## src/rtl/tes_pkg.sv

```systemverilog
// types, codes and byte classification for the text encoding sniffer
package tes_pkg;

  localparam int unsigned FifoDepth = 4;
  localparam int unsigned PtrW      = $clog2(FifoDepth);
  localparam int unsigned CntW      = PtrW + 1;

  localparam logic [15:0] SearchLimitRst = 16'd1000;
  localparam logic [7:0]  BraceLimitRst  = 8'd3;
  localparam logic [15:0] PosMax         = 16'hFFFF;
  localparam logic [7:0]  ParenMax       = 8'hFF;

  localparam logic [0:0] CfgSearchLimit = 1'b0;
  localparam logic [0:0] CfgBraceLimit  = 1'b1;

  localparam logic [2:0] EncNone    = 3'd0;
  localparam logic [2:0] EncUtf16Be = 3'd1;
  localparam logic [2:0] EncUtf16Le = 3'd2;
  localparam logic [2:0] EncUtf32Le = 3'd3;
  localparam logic [2:0] EncUtf32Be = 3'd4;
  localparam logic [2:0] EncUtf8    = 3'd5;
  localparam logic [2:0] EncValue   = 3'd6;

  localparam logic [2:0] MsSeek  = 3'd1;
  localparam logic [2:0] MsParen = 3'd2;
  localparam logic [2:0] MsC     = 3'd3;
  localparam logic [2:0] MsA     = 3'd4;

  localparam logic KindValue   = 1'b0;
  localparam logic KindVerdict = 1'b1;

  typedef enum logic [3:0] {
    PH_SCAN  = 4'b0001,
    PH_VALUE = 4'b0010,
    PH_DONE  = 4'b0100,
    PH_MARK  = 4'b1000
  } phase_e;

  typedef struct packed {
    phase_e     phase;
    logic [2:0] match_state;
    logic       paren_seen;
    logic [7:0] paren_count;
  } scan_t;

  typedef struct packed {
    logic       item_kind;
    logic [2:0] encoding_code;
    logic [7:0] value_byte;
    logic       final_item;
  } result_t;

  localparam scan_t ScanRst = '{phase: PH_SCAN, match_state: MsSeek,
                                paren_seen: 1'b0, paren_count: 8'd0};

  function automatic logic is_space(logic [7:0] b);
    return (b == 8'h20) || (b inside {[8'h09:8'h0D]});
  endfunction

  // one pattern step on a byte whose position lies in the search window when pos_ok
  function automatic scan_t scan_step(scan_t s, logic [7:0] b, logic pos_ok,
                                      logic [7:0] brace_limit);
    scan_t      r;
    logic [2:0] fb;
    r  = s;
    fb = s.paren_seen ? MsParen : MsSeek;
    if (s.phase == PH_SCAN && pos_ok) begin
      if (b == 8'h28) begin
        r.match_state = MsParen;
        r.paren_seen  = 1'b1;
        if (s.paren_count != ParenMax) r.paren_count = s.paren_count + 8'd1;
      end else if (b == 8'h43) begin
        r.match_state = (s.match_state == MsParen) ? MsC : fb;
      end else if (b == 8'h41) begin
        r.match_state = (s.match_state == MsC) ? MsA : fb;
      end else if (b == 8'h5B) begin
        if (s.match_state == MsA) begin
          r.phase = (s.paren_count >= brace_limit) ? PH_DONE : PH_VALUE;
        end else begin
          r.match_state = fb;
        end
      end else if (b inside {[8'h41:8'h5A]}) begin
        r.match_state = fb;
      end else if (is_space(b)) begin
        if (s.match_state != MsA) r.match_state = fb;
      end else if (!(b inside {[8'h61:8'h7A]})) begin
        r.match_state = fb;
      end
    end
    return r;
  endfunction

  function automatic logic [2:0] mark_code(logic [7:0] b0, logic [7:0] b1,
                                           logic [7:0] b2, logic [7:0] b3);
    logic [2:0] c;
    c = EncNone;
    if (b0 == 8'hFE && b1 == 8'hFF) begin
      c = EncUtf16Be;
    end else if (b0 == 8'hFF && b1 == 8'hFE) begin
      c = (b2 == 8'h00 && b3 == 8'h00) ? EncUtf32Le : EncUtf16Le;
    end else if (b0 == 8'h00 && b1 == 8'h00 && b2 == 8'hFE && b3 == 8'hFF) begin
      c = EncUtf32Be;
    end else if (b0 == 8'hEF && b1 == 8'hBB && b2 == 8'hBF) begin
      c = EncUtf8;
    end
    return c;
  endfunction

endpackage

```

## src/rtl/tes_if.sv

```systemverilog
// input and output word channels of the text encoding sniffer
interface tes_in_if;
  logic       valid;
  logic       ready;
  logic [7:0] data_byte;
  logic       end_of_buffer;
  modport source (output valid, output data_byte, output end_of_buffer, input ready);
  modport sink (input valid, input data_byte, input end_of_buffer, output ready);
endinterface

interface tes_out_if;
  logic       valid;
  logic       ready;
  logic       item_kind;
  logic [2:0] encoding_code;
  logic [7:0] value_byte;
  logic       final_item;
  modport source (output valid, output item_kind, output encoding_code,
                  output value_byte, output final_item, input ready);
  modport sink (input valid, input item_kind, input encoding_code,
                input value_byte, input final_item, output ready);
endinterface

```

## src/rtl/text_encoding_sniffer.sv

```systemverilog
// text encoding sniffer: byte order mark and CA[ property detection
// a result word is registered into the output queue when its input word is taken
// throughput: one input word per cycle while the output queue has room; a final word yields up to two result words
// input is taken while the four-word output queue has room for two words
// rst_ni clears position, value and scan state (not the header bytes), the queue and restores search and brace limits
module text_encoding_sniffer
  import tes_pkg::*;
(
  input  logic        clk_i,
  input  logic        rst_ni,
  input  logic        cfg_we_i,
  input  logic [0:0]  cfg_idx_i,
  input  logic [15:0] cfg_data_i,
  tes_in_if.sink      in_i,
  tes_out_if.source   out_o
);

  logic [15:0] search_limit_q;
  logic [7:0]  brace_limit_q;
  logic [15:0] pos_q, pos_d;
  logic        val_seen_q, val_seen_d;
  scan_t       scan_q, scan_d;
  logic [7:0]  head_q [3];

  result_t        fifo_q [FifoDepth];
  logic [PtrW-1:0] wr_ptr_q, rd_ptr_q;
  logic [CntW-1:0] cnt_q;

  logic       accept, pop;
  logic [7:0] b;
  logic       emit_val;
  logic [2:0] verdict;
  logic [2:0] mc;
  scan_t      s0, s1, s2, s3;
  logic [CntW-1:0] n_push;

  assign b      = in_i.data_byte;
  assign accept = in_i.valid && in_i.ready;
  assign pop    = out_o.valid && out_o.ready;
  assign in_i.ready = (cnt_q <= CntW'(FifoDepth - 2));

  always_ff @(posedge clk_i or negedge rst_ni) begin
    if (!rst_ni) begin
      search_limit_q <= SearchLimitRst;
      brace_limit_q  <= BraceLimitRst;
    end else if (cfg_we_i) begin
      case (cfg_idx_i)
        CfgSearchLimit: search_limit_q <= cfg_data_i;
        CfgBraceLimit:  brace_limit_q  <= cfg_data_i[7:0];
        default: ;
      endcase
    end
  end

  assign mc = mark_code(head_q[0], head_q[1], head_q[2], b);
  assign s0 = scan_step(scan_q, head_q[0], search_limit_q > 16'd0, brace_limit_q);
  assign s1 = scan_step(s0, head_q[1], search_limit_q > 16'd1, brace_limit_q);
  assign s2 = scan_step(s1, head_q[2], search_limit_q > 16'd2, brace_limit_q);
  assign s3 = scan_step(s2, b, search_limit_q > 16'd3, brace_limit_q);

  always_comb begin
    scan_d     = scan_q;
    val_seen_d = val_seen_q;
    emit_val   = 1'b0;
    verdict    = EncNone;
    pos_d      = (pos_q != PosMax) ? pos_q + 16'd1 : pos_q;
    if (pos_q == 16'd3) begin
      if (mc != EncNone) begin
        scan_d.phase       = PH_MARK;
        scan_d.match_state = mc;
      end else begin
        scan_d = s3;
      end
    end else if (pos_q > 16'd3) begin
      if (scan_q.phase == PH_SCAN) begin
        scan_d = scan_step(scan_q, b, pos_q < search_limit_q, brace_limit_q);
      end else if (scan_q.phase == PH_VALUE) begin
        if (pos_q >= search_limit_q || b == 8'h5D) begin
          scan_d.phase = PH_DONE;
        end else begin
          emit_val   = 1'b1;
          val_seen_d = 1'b1;
        end
      end
    end
    if (pos_q >= 16'd3) begin
      if (scan_d.phase == PH_MARK) verdict = scan_d.match_state;
      else if (val_seen_d)         verdict = EncValue;
    end
    if (in_i.end_of_buffer) begin
      scan_d     = ScanRst;
      val_seen_d = 1'b0;
      pos_d      = 16'd0;
    end
  end

  always_ff @(posedge clk_i or negedge rst_ni) begin
    if (!rst_ni) begin
      pos_q      <= 16'd0;
      val_seen_q <= 1'b0;
      scan_q     <= ScanRst;
    end else if (accept) begin
      pos_q      <= pos_d;
      val_seen_q <= val_seen_d;
      scan_q     <= scan_d;
    end
  end

  always_ff @(posedge clk_i) begin
    if (accept && pos_q < 16'd3) head_q[pos_q[1:0]] <= b;
  end

  // output queue
  assign n_push = accept ? CntW'(emit_val) + CntW'(in_i.end_of_buffer) : '0;

  always_ff @(posedge clk_i) begin
    if (accept) begin
      if (emit_val) begin
        fifo_q[wr_ptr_q] <= '{item_kind: KindValue, encoding_code: EncValue,
                              value_byte: b, final_item: 1'b0};
        if (in_i.end_of_buffer)
          fifo_q[wr_ptr_q + PtrW'(1)] <= '{item_kind: KindVerdict,
                                           encoding_code: verdict,
                                           value_byte: 8'd0, final_item: 1'b1};
      end else if (in_i.end_of_buffer) begin
        fifo_q[wr_ptr_q] <= '{item_kind: KindVerdict, encoding_code: verdict,
                              value_byte: 8'd0, final_item: 1'b1};
      end
    end
  end

  always_ff @(posedge clk_i or negedge rst_ni) begin
    if (!rst_ni) begin
      wr_ptr_q <= '0;
      rd_ptr_q <= '0;
      cnt_q    <= '0;
    end else begin
      wr_ptr_q <= wr_ptr_q + n_push[PtrW-1:0];
      if (pop) rd_ptr_q <= rd_ptr_q + PtrW'(1);
      cnt_q <= cnt_q + n_push - CntW'(pop);
    end
  end

  assign out_o.valid         = (cnt_q != '0);
  assign out_o.item_kind     = fifo_q[rd_ptr_q].item_kind;
  assign out_o.encoding_code = fifo_q[rd_ptr_q].encoding_code;
  assign out_o.value_byte    = fifo_q[rd_ptr_q].value_byte;
  assign out_o.final_item    = fifo_q[rd_ptr_q].final_item;

endmodule
```

## src/flat_wrapper.sv

```systemverilog
// flat-port wrapper written by rule: the top's interface ports become plain ports
module text_encoding_sniffer_flat import tes_pkg::*;
  (clk_i, rst_ni, cfg_we_i, cfg_idx_i, cfg_data_i, in_i_valid, in_i_data_byte, in_i_end_of_buffer, in_i_ready, out_o_valid, out_o_item_kind, out_o_encoding_code, out_o_value_byte, out_o_final_item, out_o_ready);
  tes_in_if in_i_i ();
  tes_out_if out_o_i ();
  input  logic clk_i;
  input  logic rst_ni;
  input  logic cfg_we_i;
  input  logic [0:0] cfg_idx_i;
  input  logic [15:0] cfg_data_i;
  input wire logic [$bits(in_i_i.valid)-1:0] in_i_valid;
  input wire logic [$bits(in_i_i.data_byte)-1:0] in_i_data_byte;
  input wire logic [$bits(in_i_i.end_of_buffer)-1:0] in_i_end_of_buffer;
  output wire logic [$bits(in_i_i.ready)-1:0] in_i_ready;
  output wire logic [$bits(out_o_i.valid)-1:0] out_o_valid;
  output wire logic [$bits(out_o_i.item_kind)-1:0] out_o_item_kind;
  output wire logic [$bits(out_o_i.encoding_code)-1:0] out_o_encoding_code;
  output wire logic [$bits(out_o_i.value_byte)-1:0] out_o_value_byte;
  output wire logic [$bits(out_o_i.final_item)-1:0] out_o_final_item;
  input wire logic [$bits(out_o_i.ready)-1:0] out_o_ready;
  assign in_i_i.valid = in_i_valid;
  assign in_i_i.data_byte = in_i_data_byte;
  assign in_i_i.end_of_buffer = in_i_end_of_buffer;
  assign in_i_ready = in_i_i.ready;
  assign out_o_valid = out_o_i.valid;
  assign out_o_item_kind = out_o_i.item_kind;
  assign out_o_encoding_code = out_o_i.encoding_code;
  assign out_o_value_byte = out_o_i.value_byte;
  assign out_o_final_item = out_o_i.final_item;
  assign out_o_i.ready = out_o_ready;
  text_encoding_sniffer u_core (.clk_i(clk_i), .rst_ni(rst_ni), .cfg_we_i(cfg_we_i), .cfg_idx_i(cfg_idx_i), .cfg_data_i(cfg_data_i), .in_i(in_i_i), .out_o(out_o_i));
endmodule
```

## config.mk

```make
export PLATFORM = sky130hd
export DESIGN_NAME = text_encoding_sniffer_flat
export DESIGN_NICKNAME = d
export VERILOG_FILES = /design/src/rtl/tes_pkg.sv /design/src/rtl/tes_if.sv /design/src/rtl/text_encoding_sniffer.sv /design/src/flat_wrapper.sv
export SDC_FILE = /design/constraint.sdc
export NUM_CORES = 1
export LEC_CHECK = 0
export BUFFER_PORTS_ARGS = -buffer_cell sky130_fd_sc_hd__buf_2
export CORE_MARGIN = 1.5
export CORE_UTILIZATION = 57
export CTS_CLUSTER_SIZE = 40
export DETAILED_ROUTE_END_ITERATION = 8
export GPL_TIMING_DRIVEN = 0
export PLACE_DENSITY = 0.84
export RECOVER_POWER = 100
export SYNTH_ARGS = -nofsm -noshare
export SYNTH_HDL_FRONTEND = slang
export SYNTH_SLANG_ARGS = --single-unit
```

## constraint.sdc

```tcl
create_clock -name clk_i -period 6.1 [get_ports clk_i]
set_input_delay 0.61 -clock clk_i [delete_from_list [all_inputs] [get_ports clk_i]]
set_output_delay 0.61 -clock clk_i [all_outputs]
set_load 0.1 [all_outputs]
```

Yosys cells after proc, flatten, opt, wreduce, memory -nomap -nowiden
Memory sizes are Yosys's and may differ from the RTL's.
Cells that the tools add are included.

operators by class
  $add $sub $neg = 11
  multiply operators = 0
  div/mod/pow operators = 0
  order comparisons = 38
  equal/unequal tests = 59
  shifts and indexed selects = 0
  mux-type cells = 141
  bitwise logic cells = 2
  reduce and logical (&&, ||, !) cells = 48

operators with widths
  kind                   number
  $mux 3                 63
  $mux 16                10
  $mux 4                 27
  $eq 8x7->1 const B     13
  $eq 8x8->1 const B     9
  $eq 8x6->1 const B     8
  $ge 8x7->1 const B     8
  $le 8x7->1 const B     8
  $mux 9                 6
  $gt 16x2->1 const B    3
  $add 8x1->8 const B    4
  $ge 8x4->1 const B     4
  $ge 8x8->1             4
  $gt 16x1->1 const B    2
  $le 8x4->1 const B     4
  $logic_not 8->1        4
  $mux 8                 4
  $ne 8x8->1 const B     4
  $logic_and 1x1->1      28
  $eq 3x2->1 const B     8
  $mux 1                 24
  $reduce_bool 3->1      6
  $add 16x1->16 const B  1
  $eq 16x2->1 const B    1
  other kinds (26)       46

word-level totals
  bits in registers = 64
  bits in latches = 0
  RAM bits = 76
  ROM bits = 0
  bits of input ports = 31
  output and inout bits = 15
  memories = 2

memory list
  name           words  width  rd ports  clocked after memory_dff  wr ports  RTL line                     text
  u_core.fifo_q  4      13     1         0                         2         text_encoding_sniffer.sv:25  result_t fifo_q [FifoDepth];
  u_core.head_q  3      8      3         0                         1         text_encoding_sniffer.sv:23  logic [7:0] head_q [3];

Depth between registers and ports, before layout
An unclocked memory read counts as a cell.

  word-level depth = 44
  depth in mapped cells = 34
  mapped depth without buffers = 32

Worst setup path after synthesis
Ideal clock, no wire load.

  path kind = register to register
  from = register u_core.scan_q[0] (netlist name)
  to = register u_core.scan_q[14] (netlist name)
  library setup time = 0.127 ns
  data arrival time = 5.858 ns
  required time = 5.973 ns
  slack = 0.115 ns
  cell stages (with the launch flop) = 31
  buffers on the path = 1
  clock period less this slack = 5.985 ns
  path through = dfrtp_1 ha_1 clkbuf_1 nand3_1 or3_1 nand2_1 mux2_2 ha_1 a21boi_1 a31o_2 xnor2_1 inv_1 ha_1 o2111ai_1 mux2_2 or2_1 o21ai_0 mux2_2 ha_1 a21oi_1 nor2b_1 o21ai_0 nand2b_1 a21oi_1 nor2b_1 o21ai_0 nand2b_1 a21oi_1 nor2_1 a21oi_1 o21ai_0

between the ends
  longest elaborated chain between the ends = 30

RTL lines
  element                                               RTL line                      text
  start, declared                                       text_encoding_sniffer.sv:22   scan_t scan_q, scan_d;
  start signal, assigned                                text_encoding_sniffer.sv:101  scan_q <= ScanRst;
  start signal, assigned                                text_encoding_sniffer.sv:105  scan_q <= scan_d;
  branches (longest 28 deep; another with $add 8x1->8)  -
  $mux 16 (*)                                           text_encoding_sniffer.sv:67   if (pos_q == 16'd3) begin
  $mux 16 (*)                                           text_encoding_sniffer.sv:90   if (in_i.end_of_buffer) begin

Mark *: on every way between the ends. The select of a mux whose other input is x is not followed.
A chain may end at the register's enable or synchronous reset.

Final worst setup path
  from = register u_core.scan_q[12] (netlist name)
  to = register u_core.scan_q[14] (netlist name)

between the ends
  longest elaborated chain between the ends = 31

RTL lines
  element                                               RTL line
  branches (longest 29 deep; another with $add 8x1->8)  -
  $mux 16 (*)                                           text_encoding_sniffer.sv:67
  $mux 16 (*)                                           text_encoding_sniffer.sv:90

Marked as above.

==> qor.csv <==
metric,value,unit
hpwl dp,22.9,mm
GR Util All Layers,31.2,%
via/cell ratio,6.53,
Crit-path slowest cell,dfstp_2,
"Seq/Total Area, Yosys",31.5,%
Power Dens Cells,357,mW/mm²
most frequent cells in the layout,"nand2_1, nor2_1, a21oi_1, ha_1, o21ai_0",
Initial Util,58.1,%
CP top delay family,compound AO/OA/AOI/OAI gates,
clk root buf,clkbuf_16,
Post-Synthesis Cells,1270,
R2R Setup Slk,0.11,ns
worst vdd ir,0.615,mV
Crit. Startpoint,u_core.scan_q[12]$_DFFE_PN1P_,
Post-synth EDFFs,36,
worst path arrival time,6.31,ns
mux cell area share after synthesis,6.93,%
Die Wd,141,µm
setup TNS,0,ns
number of stages on the worst setup path,31,
I/O pin count,46,
total of max-cap violations,1,
global-route wire length before repair,49.6,mm
XOR/XNOR share of the synthesized area,2.56,%
synthesized flop and latch total,136,
Core ar.,0.0186,mm²
compound-cell area share of the yosys netlist,20.0,%
Slew HR,-131,%
CTS Buf Count,17,
worst min-delay path category,input pin to flop,
largest family of logic cells by synthesized area,simple AND/OR/NAND/NOR gates,
critical path endpoint,u_core.scan_q[14]$_DFFE_PN0P_,
gr ovfl total,0,
DR iter-0 viols,948,
DR DRC count,0,
CP max FO,7,
Worst Setup End Kind,flop,
n_diodes,0,
Filler Cell Count,1500,
worst-margin pin slew,3.47,ns
Worst EP required,6.41,ns
clk buf depth,2,
reg2reg start,u_core.scan_q[12]$_DFFE_PN1P_,
Synth Flop Type,dfrtp_1,
via count,10425,
leakage,4.92,nW
post-route ant nets,0,
"commonest non-fill, non-tap cell in the layout",nand2_1,
Synth Cell Area,0.0108,mm²
Synth Area in Adders,7.35,%
min Tclk post-route,5.99,ns
Worst Setup Start Kind,flop,
clock sinks,136,
"Slew Viols, Final",65,
Die H,141,µm
Worst path max stage delay,0.60,ns
Mean Syn Cell Area,8.53,µm²
Final setup violation count,0,
post-synthesis simple-gate area fraction,27.9,%
clock skew,0.0105,ns
hold_buf cts,0,
Syn Nets,1364,
number of synthesis warnings,0,
vias in the first global route,9800,
num rows,50,
wire length per cell,19.5,µm
"Hold Vio Cnt, Final",0,
CTS tree,yes,
final WL,31.1,mm
design area,0.0122,mm²
fraction of layout cells with a size suffix above 1,14.5,%
Syn-to-layout area delta,12.5,%
asr flop ratio synth,47.1,%
Post-DP Area,0.0114,mm²
Worst R2R Path Depth,31,
reg-to-reg endpoint,u_core.scan_q[14]$_DFFE_PN0P_,
First-pass DRT Iterations,8,
FMAX,167,MHz
outcome,"finished, violations left",
GPL Wtd Cong,0.942,
initial antenna violation count,0,
later-pin clock latency in the skew report,0.44,ns
buffers and inverters on the worst path,2,
failing checks,"capacitance limit, slew limit",
Port-buffer cells,45,
Nets,1443,
crit share post-route,98.3,%
CP Class,flop to flop,
largest net degree at the start of global routing,65,
"Distinct cells, synth",111,
"Reg clk slew, reported paths",0.07,ns
H-Tree Depth,4,
DIE AREA,0.0198,mm²
cells in the mapped netlist (5+ instances only):
cell / number / area share, %
nor4_2: 5 / 0.58
a211oi_1: 8 / 0.55
o211ai_1: 15 / 1.0
and2_1: 24 / 1.4
and4_1: 9 / 0.73
mux4_2: 12 / 2.5
o21ai_1: 23 / 1.1
a31oi_1: 16 / 0.92
edfxtp_1: 36 / 10
dfrtp_1: 54 / 12
nor2_1: 130 / 4.5
mux2i_1: 26 / 2.4
mux2_2: 17 / 1.8
nor2b_1: 13 / 0.75
nor3b_1: 8 / 0.55
nand2_1: 154 / 5.3
o21a_1: 11 / 0.76
nor4_1: 18 / 1.0
dfstp_2: 10 / 2.4
nor4b_1: 7 / 0.57
xnor2_1: 14 / 1.1
and3_1: 11 / 0.64
buf_2: 7 / 0.32
or3_1: 15 / 0.87
a21o_1: 21 / 1.5
nand4_1: 25 / 1.4
inv_1: 53 / 1.8
nand2b_1: 25 / 1.4
dfxtp_1: 36 / 6.7
nor3_1: 31 / 1.4
a21oi_1: 71 / 3.3
o31ai_1: 10 / 0.69
clkbuf_1: 29 / 1.0
xor2_1: 14 / 1.1
nand3_1: 44 / 2.0
o2111ai_1: 5 / 0.40
nand3b_1: 5 / 0.35
o21ai_0: 60 / 2.8
or2_2: 12 / 0.69
ha_1: 62 / 7.2
through the flow:
stage,power (mW),instances,setup WS (ns),hold slack [ns],utilization [%]
final,4.35,1596,0.105,0.378,65.4
after global routing,4.55,1596,-0.0654,0.398,65.4
after CTS,4.32,1584,-0.0731,0.303,64.5
after floorplan,2.87,1270,0.115,0.314,-
after detailed placement,3.29,1549,-0.888,0.439,60.9
after global placement,3.24,1549,-0.816,0.433,60.9
worst reg2reg max path, delay by kind of cell, from the launching register on:
kind	cells	cell delay, ns
xor+xnor	1	0.16
mux	3	0.90
flops	1	0.60
buf+inv	2	0.24
compound gates	12	1.95
fa+ha+maj	3	0.60
simple gates	10	1.44
worst min path at each step:
stage	start	to	slack, ns	cells past startpoint
after floorplan	rst_ni	u_core.brace_limit_q[2]$_DFFE_PN0P_	0.31	0
after global placement	u_core.fifo_q[2][0]$_SDFFE_PP1P_	u_core.fifo_q[2][0]$_SDFFE_PP1P_	0.43	1
after detailed placement	u_core.fifo_q[2][0]$_SDFFE_PP1P_	u_core.fifo_q[2][0]$_SDFFE_PP1P_	0.44	1
after CTS	rst_ni	u_core.pos_q[11]$_DFFE_PN0P_	0.30	1
after global routing	cfg_data_i[8]	u_core.search_limit_q[8]$_DFFE_PN1P_	0.40	3
final	cfg_data_i[8]	u_core.search_limit_q[8]$_DFFE_PN1P_	0.38	3
state kept, by name, summed over array words and instances, names as in the netlist:
| name | cells |
|---|---|
| u_core.val_seen_q | 1 |
| u_core.head_q | 24 |
| u_core.scan_q | 16 |
| u_core.cnt_q | 3 |
| u_core.pos_q | 16 |
| u_core.fifo_q | 48 |
| u_core.wr_ptr_q | 2 |
| u_core.search_limit_q | 16 |
| u_core.rd_ptr_q | 2 |
| u_core.brace_limit_q | 8 |
area by class of cell:
class                      instances  area (µm²)  share of cell area (%)
inverter                          54         203                    1.66
buffer                            44         204                    1.67
multi-input combinational       1035        7170                    58.8
clock buffer                      19         475                    3.90
sequential                       136        3420                    28.1
clock inverter                    13         113                   0.924
tap                              234         293                    2.40
timing repair buffer              61         312                    2.56
report_power, final:
part	switching (mW)	internal, mW
clock network	0.445	0.584
logic	1.43	0.575
registers	0.156	1.16
cells by family (layout without fill, tap and decap cells):
| kind of cell | count (synthesis) | count (layout) |
|---|---|---|
| compound gates | 313 | 313 |
| mux | 57 | 57 |
| fa+ha+maj | 63 | 63 |
| simple gates | 572 | 572 |
| xor+xnor | 30 | 30 |
| buf+inv | 99 | 191 |
| flops | 136 | 136 |
what timing repair did:
| item | CTS | global route |
|---|---|---|
| resized for setup | 16 | 18 |
| setup endpoints to repair | 21 | 13 |
| pin swaps | 4 | 13 |
| setup buffers | 4 | 12 |
per-layer routing:
metal  global-route usage, %  vias up  routed length (µm)
li1                        -     4864                   -
met1                    40.2     4961               12800
met2                    52.9      502               14900
met3                    3.91       98                2260
met4                    14.1        0                1190
met5                       0        -                   0
Power figures use the tool's default switching activity.
